[config.mk]
export PLATFORM = sky130hd
export DESIGN_NAME = mgsqr_ctrl
export DESIGN_NICKNAME = d
export VERILOG_FILES = /design/src/rtl/core/mgsqr_pkg.sv /design/src/rtl/core/mgsqr_ctrl.sv
export SDC_FILE = /design/constraint.sdc
export NUM_CORES = 1
export LEC_CHECK = 0
export BUFFER_PORTS_ARGS = -buffer_cell sky130_fd_sc_hd__buf_2
export CAP_MARGIN = 0
export CELL_PAD_IN_SITES_DETAIL_PLACEMENT = 1
export CELL_PAD_IN_SITES_GLOBAL_PLACEMENT = 1
export CORE_UTILIZATION = 42
export CTS_CLUSTER_SIZE = 24
export DETAILED_ROUTE_END_ITERATION = 8
export PLACE_DENSITY = 0.92
export SLEW_MARGIN = 20
export SYNTH_ARGS = -nofsm -noshare
export SYNTH_HDL_FRONTEND = slang
export SYNTH_SLANG_ARGS = --single-unit
[constraint.sdc]
create_clock -name clk -period 3 [get_ports clk]
set_input_delay 0.3 -clock clk [delete_from_list [all_inputs] [get_ports clk]]
set_output_delay 0.3 -clock clk [all_outputs]
set_load 0.01 [all_outputs]
[src/rtl/core/mgsqr_pkg.sv]
// ----------------------------------------------------------------------------
// mgsqr_pkg
// Shared types, codes and fixed-point helpers of the Gram-Schmidt QR block.
// ----------------------------------------------------------------------------
`default_nettype none

package mgsqr_pkg;

    localparam int CFG_DATA_W = 4;

    typedef enum logic [0:0] {
        CFG_VECTOR_LENGTH = 1'b0,
        CFG_VECTOR_COUNT  = 1'b1
    } cfg_index_t;

    typedef enum logic [3:0] {
        OP_IDLE,
        OP_LOAD_IN,
        OP_FLAG_CLR,
        OP_READ,
        OP_ACC_CLR,
        OP_MUL,
        OP_ACC_DOT,
        OP_ACC_SQ,
        OP_R_WR_OFF,
        OP_MUL_UPD,
        OP_WR_UPD,
        OP_SQRT_START,
        OP_R_WR_DIAG,
        OP_DIV_START,
        OP_WR_Q,
        OP_OUT_LOAD
    } dp_op_t;

    typedef struct packed {
        logic       is_r;
        logic [2:0] row;
        logic [1:0] col;
        logic       last;
        logic       zero;
    } out_meta_t;

    typedef struct packed {
        dp_op_t    op;
        out_meta_t meta;
    } dp_cmd_t;

    typedef struct packed {
        logic sqrt_busy;
        logic div_busy;
        logic s_zero;
    } dp_status_t;

    localparam logic signed [71:0] SAT_HI = 72'sd2147483647;
    localparam logic signed [71:0] SAT_LO = -72'sd2147483648;

    function automatic logic signed [71:0] rnd16(input logic signed [71:0] x);
        logic signed [71:0] y;
        y = x + 72'sd32768;
        return y >>> 16;
    endfunction

    function automatic logic signed [31:0] sat32(input logic signed [71:0] x);
        logic signed [31:0] y;
        if (x > SAT_HI)
        begin
            y = 32'sh7fffffff;
        end
        else if (x < SAT_LO)
        begin
            y = 32'sh80000000;
        end
        else
        begin
            y = x[31:0];
        end
        return y;
    endfunction

endpackage

`default_nettype wire

[src/rtl/core/mgsqr_ctrl.sv]
// ----------------------------------------------------------------------------
// mgsqr_ctrl
// Sequencer: loading, Gram-Schmidt passes, normalization and output run.
// ----------------------------------------------------------------------------
`default_nettype none

module mgsqr_ctrl #(
    parameter int MAX_LENGTH = 8,
    parameter int MAX_COUNT  = 4,
    parameter int AW  = (MAX_LENGTH * MAX_COUNT > 1) ? $clog2(MAX_LENGTH * MAX_COUNT) : 1,
    parameter int RAW = (MAX_COUNT * MAX_COUNT > 1) ? $clog2(MAX_COUNT * MAX_COUNT) : 1,
    parameter int CW  = (MAX_COUNT > 1) ? $clog2(MAX_COUNT) : 1,
    parameter int KW  = (MAX_LENGTH > 1) ? $clog2(MAX_LENGTH) : 1
) (
    input  wire logic                         clk,
    input  wire logic                         rst_n,
    input  wire logic                         cfg_wr_en,
    input  wire logic                         cfg_index,
    input  wire logic [mgsqr_pkg::CFG_DATA_W-1:0] cfg_data,
    input  wire logic                         in_valid,
    output logic                              in_ready,
    output logic                              out_valid,
    input  wire logic                         out_ready,
    input  wire mgsqr_pkg::dp_status_t        status,
    output mgsqr_pkg::dp_cmd_t                cmd,
    output logic [AW-1:0]                     v_wr_addr,
    output logic [AW-1:0]                     v_rd_addr_a,
    output logic [AW-1:0]                     v_rd_addr_b,
    output logic [RAW-1:0]                    r_addr,
    output logic [CW-1:0]                     col_sel
);

    import mgsqr_pkg::*;

    typedef enum logic [4:0] {
        S_LOAD, S_INIT, S_VEC,
        S_DOT_BEGIN, S_DOT_RD, S_DOT_MUL, S_DOT_ACC, S_R_WR,
        S_UPD_RD, S_UPD_MUL, S_UPD_WR,
        S_NORM_BEGIN, S_SQ_RD, S_SQ_MUL, S_SQ_ACC, S_SQRT_GO, S_SQRT_WAIT,
        S_DIAG, S_Q_RD, S_DIV_GO, S_DIV_WAIT, S_Q_WR, S_VEC_END,
        S_OUT_RD, S_OUT_LD, S_OUT_HOLD
    } state_t;

    state_t      state_reg, state_next;
    logic [CW-1:0] i_reg, i_next, j_reg, j_next, vi_reg, vi_next;
    logic [KW-1:0] k_reg, k_next, ki_reg, ki_next;
    logic        phase_r_reg, phase_r_next;
    logic        out_valid_reg, out_valid_next;
    logic [3:0]  len_cfg_reg, len_cfg_next;
    logic [2:0]  cnt_cfg_reg, cnt_cfg_next;
    logic [KW-1:0] len_last;
    logic [CW-1:0] cnt_last;
    logic        k_end, j_end, i_end;

    function automatic logic [AW-1:0] vaddr(input logic [CW-1:0] vi, input logic [KW-1:0] ki);
        return AW'(int'(vi) * MAX_LENGTH + int'(ki));
    endfunction

    function automatic logic [RAW-1:0] raddr(input logic [CW-1:0] ra, input logic [CW-1:0] cb);
        return RAW'(int'(ra) * MAX_COUNT + int'(cb));
    endfunction

    always_comb
    begin
        if (len_cfg_reg == 4'd0)
        begin
            len_last = '0;
        end
        else if (8'(len_cfg_reg) > 8'(MAX_LENGTH))
        begin
            len_last = KW'(MAX_LENGTH - 1);
        end
        else
        begin
            len_last = KW'(len_cfg_reg - 4'd1);
        end
        if (cnt_cfg_reg == 3'd0)
        begin
            cnt_last = '0;
        end
        else if (8'(cnt_cfg_reg) > 8'(MAX_COUNT))
        begin
            cnt_last = CW'(MAX_COUNT - 1);
        end
        else
        begin
            cnt_last = CW'(cnt_cfg_reg - 3'd1);
        end
    end

    assign k_end = (k_reg == len_last);
    assign j_end = (j_reg == cnt_last);
    assign i_end = (i_reg == cnt_last);

    assign in_ready  = (state_reg == S_LOAD);
    assign out_valid = out_valid_reg;

    always_comb
    begin
        state_next     = state_reg;
        i_next         = i_reg;
        j_next         = j_reg;
        k_next         = k_reg;
        vi_next        = vi_reg;
        ki_next        = ki_reg;
        phase_r_next   = phase_r_reg;
        out_valid_next = out_valid_reg;
        len_cfg_next   = len_cfg_reg;
        cnt_cfg_next   = cnt_cfg_reg;
        cmd.op         = OP_IDLE;
        cmd.meta.is_r  = phase_r_reg;
        cmd.meta.row   = phase_r_reg ? 3'(i_reg) : 3'(k_reg);
        cmd.meta.col   = 2'(j_reg);
        cmd.meta.last  = phase_r_reg && i_end && j_end;
        cmd.meta.zero  = phase_r_reg && (i_reg > j_reg);
        v_wr_addr      = (state_reg == S_LOAD) ? vaddr(vi_reg, ki_reg) : vaddr(i_reg, k_reg);
        v_rd_addr_a    = (state_reg == S_OUT_RD) ? vaddr(j_reg, k_reg) : vaddr(i_reg, k_reg);
        v_rd_addr_b    = (state_reg == S_DOT_RD || state_reg == S_UPD_RD) ?
                         vaddr(j_reg, k_reg) : v_rd_addr_a;
        r_addr         = (state_reg == S_R_WR) ? raddr(j_reg, i_reg) :
                         (state_reg == S_DIAG) ? raddr(i_reg, i_reg) : raddr(i_reg, j_reg);
        col_sel        = (state_reg == S_DIAG) ? i_reg : j_reg;

        if (cfg_wr_en)
        begin
            vi_next = '0;
            ki_next = '0;
            if (cfg_index == CFG_VECTOR_LENGTH)
            begin
                len_cfg_next = cfg_data;
            end
            else
            begin
                cnt_cfg_next = cfg_data[2:0];
            end
        end

        case (state_reg)
            S_LOAD:
            begin
                if (in_valid)
                begin
                    cmd.op = OP_LOAD_IN;
                    if (ki_reg == len_last)
                    begin
                        ki_next = '0;
                        if (vi_reg == cnt_last)
                        begin
                            vi_next    = '0;
                            i_next     = '0;
                            state_next = S_INIT;
                        end
                        else
                        begin
                            vi_next = vi_reg + CW'(1);
                        end
                    end
                    else
                    begin
                        ki_next = ki_reg + KW'(1);
                    end
                end
            end
            S_INIT:
            begin
                cmd.op     = OP_FLAG_CLR;
                state_next = S_VEC;
            end
            S_VEC:
            begin
                j_next     = '0;
                state_next = (i_reg == '0) ? S_NORM_BEGIN : S_DOT_BEGIN;
            end
            S_DOT_BEGIN:
            begin
                cmd.op     = OP_ACC_CLR;
                k_next     = '0;
                state_next = S_DOT_RD;
            end
            S_DOT_RD:
            begin
                cmd.op     = OP_READ;
                state_next = S_DOT_MUL;
            end
            S_DOT_MUL:
            begin
                cmd.op     = OP_MUL;
                state_next = S_DOT_ACC;
            end
            S_DOT_ACC:
            begin
                cmd.op = OP_ACC_DOT;
                if (k_end)
                begin
                    state_next = S_R_WR;
                end
                else
                begin
                    k_next     = k_reg + KW'(1);
                    state_next = S_DOT_RD;
                end
            end
            S_R_WR:
            begin
                cmd.op     = OP_R_WR_OFF;
                k_next     = '0;
                state_next = S_UPD_RD;
            end
            S_UPD_RD:
            begin
                cmd.op     = OP_READ;
                state_next = S_UPD_MUL;
            end
            S_UPD_MUL:
            begin
                cmd.op     = OP_MUL_UPD;
                state_next = S_UPD_WR;
            end
            S_UPD_WR:
            begin
                cmd.op = OP_WR_UPD;
                if (k_end)
                begin
                    if (j_reg + CW'(1) == i_reg)
                    begin
                        state_next = S_NORM_BEGIN;
                    end
                    else
                    begin
                        j_next     = j_reg + CW'(1);
                        state_next = S_DOT_BEGIN;
                    end
                end
                else
                begin
                    k_next     = k_reg + KW'(1);
                    state_next = S_UPD_RD;
                end
            end
            S_NORM_BEGIN:
            begin
                cmd.op     = OP_ACC_CLR;
                k_next     = '0;
                state_next = S_SQ_RD;
            end
            S_SQ_RD:
            begin
                cmd.op     = OP_READ;
                state_next = S_SQ_MUL;
            end
            S_SQ_MUL:
            begin
                cmd.op     = OP_MUL;
                state_next = S_SQ_ACC;
            end
            S_SQ_ACC:
            begin
                cmd.op = OP_ACC_SQ;
                if (k_end)
                begin
                    state_next = S_SQRT_GO;
                end
                else
                begin
                    k_next     = k_reg + KW'(1);
                    state_next = S_SQ_RD;
                end
            end
            S_SQRT_GO:
            begin
                cmd.op     = OP_SQRT_START;
                state_next = S_SQRT_WAIT;
            end
            S_SQRT_WAIT:
            begin
                if (!status.sqrt_busy)
                begin
                    state_next = S_DIAG;
                end
            end
            S_DIAG:
            begin
                cmd.op = OP_R_WR_DIAG;
                k_next = '0;
                state_next = status.s_zero ? S_VEC_END : S_Q_RD;
            end
            S_Q_RD:
            begin
                cmd.op     = OP_READ;
                state_next = S_DIV_GO;
            end
            S_DIV_GO:
            begin
                cmd.op     = OP_DIV_START;
                state_next = S_DIV_WAIT;
            end
            S_DIV_WAIT:
            begin
                if (!status.div_busy)
                begin
                    state_next = S_Q_WR;
                end
            end
            S_Q_WR:
            begin
                cmd.op = OP_WR_Q;
                if (k_end)
                begin
                    state_next = S_VEC_END;
                end
                else
                begin
                    k_next     = k_reg + KW'(1);
                    state_next = S_Q_RD;
                end
            end
            S_VEC_END:
            begin
                if (i_end)
                begin
                    k_next       = '0;
                    j_next       = '0;
                    phase_r_next = 1'b0;
                    state_next   = S_OUT_RD;
                end
                else
                begin
                    i_next     = i_reg + CW'(1);
                    state_next = S_VEC;
                end
            end
            S_OUT_RD:
            begin
                cmd.op     = OP_READ;
                state_next = S_OUT_LD;
            end
            S_OUT_LD:
            begin
                cmd.op         = OP_OUT_LOAD;
                out_valid_next = 1'b1;
                state_next     = S_OUT_HOLD;
            end
            S_OUT_HOLD:
            begin
                if (out_ready)
                begin
                    out_valid_next = 1'b0;
                    state_next     = S_OUT_RD;
                    if (j_end)
                    begin
                        j_next = '0;
                        if (!phase_r_reg)
                        begin
                            if (k_end)
                            begin
                                phase_r_next = 1'b1;
                                i_next       = '0;
                            end
                            else
                            begin
                                k_next = k_reg + KW'(1);
                            end
                        end
                        else if (i_end)
                        begin
                            state_next = S_LOAD;
                        end
                        else
                        begin
                            i_next = i_reg + CW'(1);
                        end
                    end
                    else
                    begin
                        j_next = j_reg + CW'(1);
                    end
                end
            end
            default:
            begin
                state_next = S_LOAD;
            end
        endcase
    end

    always_ff @(posedge clk or negedge rst_n)
    begin
        if (!rst_n)
        begin
            state_reg     <= S_LOAD;
            i_reg         <= '0;
            j_reg         <= '0;
            k_reg         <= '0;
            vi_reg        <= '0;
            ki_reg        <= '0;
            phase_r_reg   <= 1'b0;
            out_valid_reg <= 1'b0;
            len_cfg_reg   <= 4'd8;
            cnt_cfg_reg   <= 3'd4;
        end
        else
        begin
            state_reg     <= state_next;
            i_reg         <= i_next;
            j_reg         <= j_next;
            k_reg         <= k_next;
            vi_reg        <= vi_next;
            ki_reg        <= ki_next;
            phase_r_reg   <= phase_r_next;
            out_valid_reg <= out_valid_next;
            len_cfg_reg   <= len_cfg_next;
            cnt_cfg_reg   <= cnt_cfg_next;
        end
    end

    a_no_overlap: assert property (@(posedge clk) disable iff (!rst_n)
        !(in_ready && out_valid))
        else $error("input taken while a result word is pending");

    a_proj_order: assert property (@(posedge clk) disable iff (!rst_n)
        (state_reg == S_DOT_RD || state_reg == S_UPD_RD) |-> (j_reg < i_reg))
        else $error("projection onto a vector that is not earlier");

    a_k_range: assert property (@(posedge clk) disable iff (!rst_n)
        (state_reg == S_DOT_RD || state_reg == S_SQ_RD || state_reg == S_Q_RD)
        |-> (k_reg <= len_last))
        else $error("element index past vector length");

    a_out_rise: assert property (@(posedge clk) disable iff (!rst_n)
        $rose(out_valid_reg) |-> $past(state_reg == S_OUT_LD))
        else $error("result word raised outside output load");

    a_units_idle: assert property (@(posedge clk) disable iff (!rst_n)
        (state_reg == S_LOAD) |-> (!status.sqrt_busy && !status.div_busy))
        else $error("arithmetic unit busy while loading");

endmodule

`default_nettype wire

## After elaboration in Yosys (flattened, before gate mapping)

Index checks and enable logic that the tools add are counted.

- Reductions and logical operators: 26
- $add $sub $neg: 13
- Equality and inequality tests: 43
- $lt $le $gt $ge: 3
- Muxes and demuxes: 69
- Bitwise gates (word level): 1

Operator list:

| operator | count |
|---|---|
| $pmux 5 s26 | 1 |
| $mux 5 | 14 |
| $pmux 4 s15 | 1 |
| $eq 5x5->1 const B | 10 |
| $mux 2 | 23 |
| $mux 3 | 14 |
| $eq 5x4->1 const B | 8 |
| $eq 5x3->1 const B | 4 |
| $ne 2x2->1 const B | 9 |
| $mux 4 | 4 |
| $add 5x3->5 | 3 |
| $add 4x2->4 | 3 |
| $pmux 3 s4 | 1 |
| $eq 5x2->1 const B | 2 |
| $reduce_and 5->1 | 2 |
| $eq 2x2->1 | 4 |
| $pmux 2 s4 | 1 |
| $reduce_bool 4->1 | 2 |
| $reduce_or 4->1 | 2 |
| $mux 1 | 7 |
| $reduce_and 7->1 | 1 |
| $add 2x1->2 const B | 3 |
| $add 3x1->3 const B | 2 |
| $eq 3x3->1 | 2 |
| 24 further kinds | 32 |

- Word-level logic and storage cells: 165
- Register bits: 26

## Logic depth before layout (Yosys ltp)

Gate-level depths: netlist of run 1.

- Word-level depth: 9
- Gate-level depth with buffers: 10
- Gate-level depth less buffers: 8

## Least setup slack after synthesis of run 1

OpenSTA, ideal clock, no wires.

- Kind: register to register
- Start point: reg cnt_cfg_reg[0]
- End point: reg i_reg[0]
- Path buffers: 1
- Path slack: 567 ps
- Clock period less this slack: 2433 ps
- Cell stages (with the launch flop): 10
- Library setup time: 130 ps
- Arrival: 2303 ps
- Cells stage by stage: dfrtp_1 -> buf_4 -> inv_1 -> ha_1 -> or4b_4 -> o21a_1 -> a221o_1 -> a211oi_4 -> o211a_1 -> o22ai_1

- Word-level cells in the longest chain between the ends: 9
- Elaborated cells between the ends (all ways): 16
- Those cells by class: 1 x add/sub; 1 x order compare; 5 x eq/ne; 7 x mux; 2 x reduce/logical

RTL lines:

| item | RTL line | text |
|---|---|---|
| start, declared | mgsqr_ctrl.sv:50 | `logic [2:0] cnt_cfg_reg, cnt_cfg_next;` |
| start signal, assigned | mgsqr_ctrl.sv:412 | `cnt_cfg_reg <= cnt_cfg_next;` |
| $gt 3x3->1 or $sub 2x1->2 (tied branches) | mgsqr_ctrl.sv:81, mgsqr_ctrl.sv:87 |  |
| $mux 2 | mgsqr_ctrl.sv:81 | `else if (8'(cnt_cfg_reg) > 8'(MAX_COUNT))` |
| $mux 2 (*) | mgsqr_ctrl.sv:77 | `if (cnt_cfg_reg == 3'd0)` |
| $eq 2x2->1 | mgsqr_ctrl.sv:93 | `assign i_end = (i_reg == cnt_last);` |
| $mux 2 (4 in a row) | - |  |
| $pmux 2 s3 | - |  |
| end signal, assigned | mgsqr_ctrl.sv:404 | `i_reg <= i_next;` |
| end, declared | mgsqr_ctrl.sv:45 | `logic [CW-1:0] i_reg, i_next, j_reg, j_next, vi_reg, vi_next;` |

Every way passes the cells marked *; elsewhere a longest branch is shown, timed or not. The select of a mux whose other input is x is not followed.
A chain may end at the register's enable or synchronous reset.

==> results.sh, run 1 <==
export IMPL_startpoint="cnt_cfg_reg[0]$_DFFE_PN0P_"
export IMPL_yosys_top_cells_area="dfrtp_1, nand2_1, o21ai_0"
export IMPL_p_switching_uw=1300
export IMPL_synth_common_cells="nand2_1, nor2_1, o21ai_0, dfrtp_1"
export IMPL_cts_root_buf="clkbuf_8"
export IMPL_grt_max_degree=27
export IMPL_p_sw_frac=0.508
export IMPL_critPathArrivalTime_ns=2.55
export IMPL_cts_tree="yes"
export IMPL_async_flop_share=1.00
export IMPL_p_int_uw=1260
export IMPL_synth_seq_cells=26
export IMPL_top_layer="met4"
export IMPL_grt_overflow_total=0
export IMPL_dr_wl_met2_um=4160
export IMPL_hold_viol=0
export IMPL_synthFlopType="dfrtp_1"
export IMPL_dr_pass1_iters=4
export IMPL_crit_path_start_kind="flip-flop"
export IMPL_die_area_um2=6820
export IMPL_max_cap_violations=0
export IMPL_period_share=0.949
export IMPL_grt_antenna_before_repair=0
export IMPL_fin_tns_setup_ns=0
export IMPL_cts_setup_buffers=0
export IMPL_p_per_area_nw_per_um2=839
export IMPL_synth_edf_count=0
export IMPL_cp_required_ns=2.70
export IMPL_vias_per_cell=6.41
export IMPL_syn_nets=373
export IMPL_rows=29
export IMPL_largest_reg_flops=5
export IMPL_place_area_um2=2970
export IMPL_area_delta_synth_final_pct=11.6
export IMPL_fin_crit_ns=2.85
export IMPL_grt_first_pass_wirelength_um=13900
export IMPL_drtIter0Drc=242
export IMPL_wl_met1_um=3900
export IMPL_cp_end_kind="output port"
export IMPL_clock_path_buffers=2
export IMPL_netlist_area_um2=2730
export IMPL_slew_viol_final=0
export IMPL_drive_gt1_frac=0.223
export IMPL_peakVddDrop_mv=0.328
export IMPL_h_tree_depth=1
export IMPL_synth_top_area_share=0.220
export IMPL_dr_total_vias=2935
export IMPL_cts_buffers=3
export IMPL_insertion_delay_ns=0.29
export IMPL_start_util=0.432
export IMPL_max_freq_ghz=0.351
export IMPL_core_area_um2=6310
export IMPL_cts_sinks=26
export IMPL_syn_inst=353
export IMPL_tightest_slew_ns=0.686
export IMPL_track_usage=0.269
export IMPL_p_comb_frac=0.631
export IMPL_finalPower_uw=2550
export IMPL_die_w_um=82.6
export IMPL_holdWs_ns=0.0255
export IMPL_routed_wl_met3_um=481
export IMPL_die_h_um=82.6
export IMPL_wl_per_cell_um=19.2
export IMPL_power_share_sequential=0.245
export IMPL_rsz0062_at_grt="false"
export IMPL_relSlewSlack=0.539
export IMPL_crit_type="reg2out"
export IMPL_postLayoutCellArea_um2=3040
export IMPL_dpl_worst_slack_ns=0.276
export IMPL_drc_errors=0
export IMPL_path_clk_slew_ns=0.11
export IMPL_seq_area_frac_synth=0.239
export IMPL_io_buffers=47
export IMPL_nets=402
export IMPL_status="complete, no violations"
export IMPL_io_pins=48
export IMPL_grt_pass1_vias=2798
export IMPL_ant_nets=0
export IMPL_leakage_uw=0.00131
export IMPL_hpwl_um=6370
export IMPL_hold_buffers=0
export IMPL_timing_final_ws_setup_ns=0.153
export IMPL_synthDistinctLibCells=75
export IMPL_p_clk_frac=0.124
export IMPL_gp_congestion=0.876
export IMPL_synth_area_leader_cell="dfrtp_1"
export IMPL_post_cts_resized=0
export IMPL_yosysWarnings=0
export IMPL_cp_max_fo=12
export IMPL_routed_wl_um=8780
export IMPL_yosysMostFrequentCell="nand2_1"
export IMPL_avgSynthCellArea_um2=7.73
export IMPL_antenna_cells=0
export IMPL_setup_viol=0
export IMPL_hold_class="in2async"
export IMPL_finClkSkew_ns=0.00268
export IMPL_reg2reg_from="cnt_cfg_reg[0]$_DFFE_PN0P_"
worst paths after layout:
check	end	slack, ns	depth (start not counted)
min in group clk	len_cfg_reg[3]$_DFFE_PN1P_	0.22	3
worst min register to register	out_valid$_DFFE_PN0P_	0.51	2
worst max register to register	j_reg[1]$_DFFE_PN0P_	0.21	8
worst max-delay path	cmd[1]	0.15	7
worst min-delay path	len_cfg_reg[1]$_DFFE_PN0P_	0.03	1
max in group asynchronous	state_reg[3]$_DFFE_PN0P_	2.54	1
critical path, cell delays in order (launching register included):
cell	delay, ns
dfrtp_1	0.50
inv_1	0.09
ha_1	0.33
or4b_4	0.59
o21ai_1	0.20
o22a_2	0.23
and3_1	0.19
buf_2	0.14
layout by cell type (no fill, tap or decap), drive strengths merged, types with 5 or more instances in the layout:
master | netlist | layout
a21oi | 20 | 20
nand2b | 10 | 10
dfrtp | 24 | 24
and2 | 5 | 5
nand2 | 38 | 38
nor3 | 9 | 9
nand3b | 5 | 5
nor3b | 5 | 5
o22ai | 8 | 8
nor2b | 9 | 9
a22o | 5 | 5
a31oi | 6 | 6
nand3 | 7 | 7
mux2 | 10 | 10
xnor2 | 5 | 5
nor4b | 5 | 5
buf | 8 | 53
o21ai | 28 | 28
ha | 7 | 7
nor2 | 25 | 25
inv | 14 | 14
power by group through the flow:
stage	clock network, µW	registers [µW]	logic [µW]
2_1_floorplan	0	505	1240
3_3_place_gp	0	615	1510
3_5_place_dp	0	629	1570
4_1_cts	315	621	1590
5_1_grt	328	648	1780
6_report	317	626	1610
layer usage:
layer	vias up	GRT usage
li1	1356	-
met1	1445	0.355
met4	0	0.103
met3	24	0.0286
met2	110	0.449
met5	-	0
cells by family after synthesis:
group,Yosys count,synth area share
compound gates,111,0.288
mux,14,0.0559
buf+inv,44,0.0692
simple gates,144,0.293
fa+ha+maj,8,0.0358
xor+xnor,6,0.0193
flops,26,0.239
metrics by stage:
stage / utilization / std cells
3_5_place_dp: 0.471 / 454
5_1_grt: 0.482 / 458
2_1_floorplan: - / 353
6_report: 0.482 / 458
3_3_place_gp: 0.471 / 454
4_1_cts: 0.482 / 458
final cells by class:
| cell class | instances | area, µm² |
|---|---|---|
| fill | 799 | 3270 |
| multi-input combinational | 283 | 1890 |
| sequential | 26 | 653 |
| timing repair buffer | 53 | 280 |
| tap | 77 | 96.3 |
| inverter | 15 | 56.3 |
| clock buffer | 3 | 41.3 |
| clock inverter | 1 | 30.0 |
(Power assumes the default switching activity.)
==> inputs of run 2 (changes only) <==
--- a/config.mk
+++ b/config.mk
@@ -5,14 +5,15 @@
 export SDC_FILE = /design/constraint.sdc
 export NUM_CORES = 1
 export LEC_CHECK = 0
+export ABC_AREA = 1
 export BUFFER_PORTS_ARGS = -buffer_cell sky130_fd_sc_hd__buf_2
 export CAP_MARGIN = 0
 export CELL_PAD_IN_SITES_DETAIL_PLACEMENT = 1
 export CELL_PAD_IN_SITES_GLOBAL_PLACEMENT = 1
-export CORE_UTILIZATION = 42
+export CORE_UTILIZATION = 38
 export CTS_CLUSTER_SIZE = 24
 export DETAILED_ROUTE_END_ITERATION = 8
-export PLACE_DENSITY = 0.92
+export PLACE_DENSITY_LB_ADDON = 0.12
 export SLEW_MARGIN = 20
 export SYNTH_ARGS = -nofsm -noshare
 export SYNTH_HDL_FRONTEND = slang
==> run 2 against run 1 <==
Net effect:
- count of clock-buffer cells in the layout is the same
- sequential power down 15%
- clock power shrank 5%
- synthesized cell count grew 17%
- sequential share of layout area up 1.6 points
- non-clock buffer count decreased by 6
- critical path depth rose by 1
- clock skew rose by 0.0019 ns
- combinational power shrank 26%
- final cell count rose by 16%
- routed wire length fell by 4.7%
- worst setup slack improved by 0.29 ns
- largest cell class unchanged
- largest power group unchanged
==> results.sh, run 2 <==
export IMPL_fin_tns_setup_ns=0
export IMPL_synthFlopType="dfrtp_1"
export IMPL_rr_worst_depth=10
export IMPL_synthDistinctLibCells=33
export IMPL_die_h_um=83.1
export IMPL_relSlewSlack=0.575
export IMPL_timing_final_ws_setup_ns=0.446
export IMPL_clock_path_buffers=2
export IMPL_synth_seq_cells=26
export IMPL_cp_end_kind="output port"
export IMPL_leakage_uw=0.00165
export IMPL_crit_family="simple AND/OR/NAND/NOR gates"
export IMPL_cp_depth=8
export IMPL_rows=29
export IMPL_reg2reg_from="state_reg[2]$_DFFE_PN0P_"
export IMPL_dr_total_vias=2828
export IMPL_h_tree_depth=1
export IMPL_grt_pass1_vias=2951
export IMPL_cts_root_buf="clkbuf_8"
export IMPL_routed_wl_met3_um=275
export IMPL_dr_wl_met2_um=4010
export IMPL_die_w_um=83.1
export IMPL_vias_per_cell=5.33
export IMPL_seq_area_frac_synth=0.262
export IMPL_crit_type="reg2out"
export IMPL_drtIter0Drc=120
export IMPL_grt_first_pass_wirelength_um=14300
export IMPL_avgSynthCellArea_um2=6.04
export IMPL_cts_sinks=26
export IMPL_hold_viol=0
export IMPL_crit_buf_inv=3
export IMPL_dr_pass1_iters=4
export IMPL_path_clk_slew_ns=0.09
export IMPL_grt_overflow_total=0
export IMPL_slew_viol_final=0
export IMPL_wl_met1_um=3840
export IMPL_post_cts_resized=0
export IMPL_drive_gt1_frac=0.185
export IMPL_largest_reg_flops=5
export IMPL_track_usage=0.256
export IMPL_syn_nets=433
export IMPL_synth_area_leader_cell="dfrtp_1"
export IMPL_cts_setup_buffers=0
export IMPL_syn_inst=413
export IMPL_mostFrequentLayoutCells="nand2_1, inv_1, nand3_1, buf_2, nor2_1"
export IMPL_dpl_worst_slack_ns=0.796
export IMPL_setup_viol=0
export IMPL_yosysMostFrequentCell="nand2_1"
export IMPL_grt_max_degree=27
export IMPL_finClkSkew_ns=0.00462
export IMPL_cts_buffers=3
export IMPL_synth_edf_count=0
export IMPL_status="complete, no violations"
export IMPL_synth_top_area_share=0.241
export IMPL_period_share=0.851
export IMPL_top_layer="met4"
export IMPL_ant_nets=0
export IMPL_slowest_stage="dfrtp_1"
export IMPL_yosys_top_cells_area="dfrtp_1, nand2_1, nand3_1"
export IMPL_cp_required_ns=2.70
export IMPL_grt_antenna_before_repair=0
export IMPL_max_freq_ghz=0.392
export IMPL_die_area_um2=6900
export IMPL_critPathArrivalTime_ns=2.25
export IMPL_start_util=0.393
export IMPL_area_delta_synth_final_pct=13.6
export IMPL_hpwl_um=6760
export IMPL_io_buffers=47
export IMPL_drc_errors=0
export IMPL_hold_class="in2async"
export IMPL_routed_wl_um=8370
export IMPL_fin_crit_ns=2.55
export IMPL_cp_max_fo=16
export IMPL_core_area_um2=6350
export IMPL_antenna_cells=0
export IMPL_wl_per_cell_um=15.8
export IMPL_rsz0062_at_grt="false"
export IMPL_insertion_delay_ns=0.28
export IMPL_slowest_delay_ns=0.48
export IMPL_crit_path_start_kind="flip-flop"
export IMPL_netlist_area_um2=2500
export IMPL_final_common_cell="nand2_1"
export IMPL_rr_endpoint="i_reg[1]$_DFFE_PN0P_"
export IMPL_hold_buffers=0
export IMPL_p_per_area_nw_per_um2=713
export IMPL_path_cells="nor2_2, inv_2, nor2_4, nand2_1, inv_1, a211oi_1, nand4_1, buf_2"
export IMPL_yosysWarnings=0
export IMPL_max_cap_violations=0
export IMPL_io_pins=48
export IMPL_peakVddDrop_mv=0.339
export IMPL_async_flop_share=1.00
export IMPL_gp_congestion=0.880
export IMPL_synth_common_cells="nand2_1, inv_1, nand3_1, nor2_1, o21ai_0"
export IMPL_tightest_slew_ns=0.638
export IMPL_nets=475
export IMPL_cts_tree="yes"
export IMPL_regToRegSetupSlack_ns=0.91
-- run 2: report_power, final --
| group | switching (µW) | total (µW) | internal, µW |
|---|---|---|---|
| Sequential | 111 | 533 | 422 |
| Clock | 122 | 301 | 179 |
| Combinational | 801 | 1190 | 387 |
-- run 2: area by class of cell --
class	count	area, µm²
Timing Repair Buffer	47	235
Multi-Input combinational cell	317	1550
Clock buffer	3	41.3
Inverter	60	225
Fill cell	915	3510
Clock inverter	1	30.0
Sequential cell	26	653
Tap cell	77	96.3
-- run 2: kinds of logic after synthesis --
kind of cell | Yosys count | synth area share
AOI/OAI and AO/OA | 48 | 0.105
adders and majority gates | 7 | 0.0351
xor gates and xnor gates | 5 | 0.0175
buffers and inverters | 70 | 0.116
and+or+nand+nor | 257 | 0.465
DFF | 26 | 0.262
-- run 2: worst register-to-register path, stage by stage, from the launching register on --
cell,delay (ns)
dfrtp_1,0.48
nor2_2,0.38
inv_2,0.12
nor2_4,0.34
inv_1,0.14
nand2_1,0.12
nand2_1,0.06
nor2_1,0.12
nand3_1,0.11
nand2_1,0.08
nand2_1,0.05
-- run 2: worst max-delay path by stage --
stage / start / end / slack [ns]
detailed placement: state_reg[2]$_DFFE_PN0P_ / cmd[8] / 0.80
global placement: state_reg[2]$_DFFE_PN0P_ / cmd[8] / 0.93
floorplan: state_reg[2]$_DFFE_PN0P_ / r_addr[0] / 1.23
CTS: state_reg[2]$_DFFE_PN0P_ / cmd[8] / 0.43
finish: state_reg[2]$_DFFE_PN0P_ / cmd[8] / 0.45
global route: state_reg[2]$_DFFE_PN0P_ / cmd[8] / 0.25
-- run 2: metrics by stage --
| stage | util | std cells | area [µm²] | total power (µW) | hold WS, ns |
|---|---|---|---|---|---|
| 4_1_cts | 0.447 | 531 | 2840 | 2030 | 0.0384 |
| 3_3_place_gp | 0.435 | 527 | 2760 | 1690 | 0.356 |
| 6_report | 0.447 | 531 | 2840 | 2020 | 0.0305 |
| 5_1_grt | 0.447 | 531 | 2840 | 2220 | 0.0808 |
| 2_1_floorplan | - | 413 | 2500 | 1350 | 0.00441 |
| 3_5_place_dp | 0.435 | 527 | 2760 | 1720 | 0.353 |
-- run 2: routing by layer --
| metal | track usage | vias up |
|---|---|---|
| met5 | 0 | - |
| met4 | 0.105 | 0 |
| met3 | 0.0258 | 18 |
| met2 | 0.438 | 71 |
| met1 | 0.329 | 1335 |
| li1 | - | 1404 |
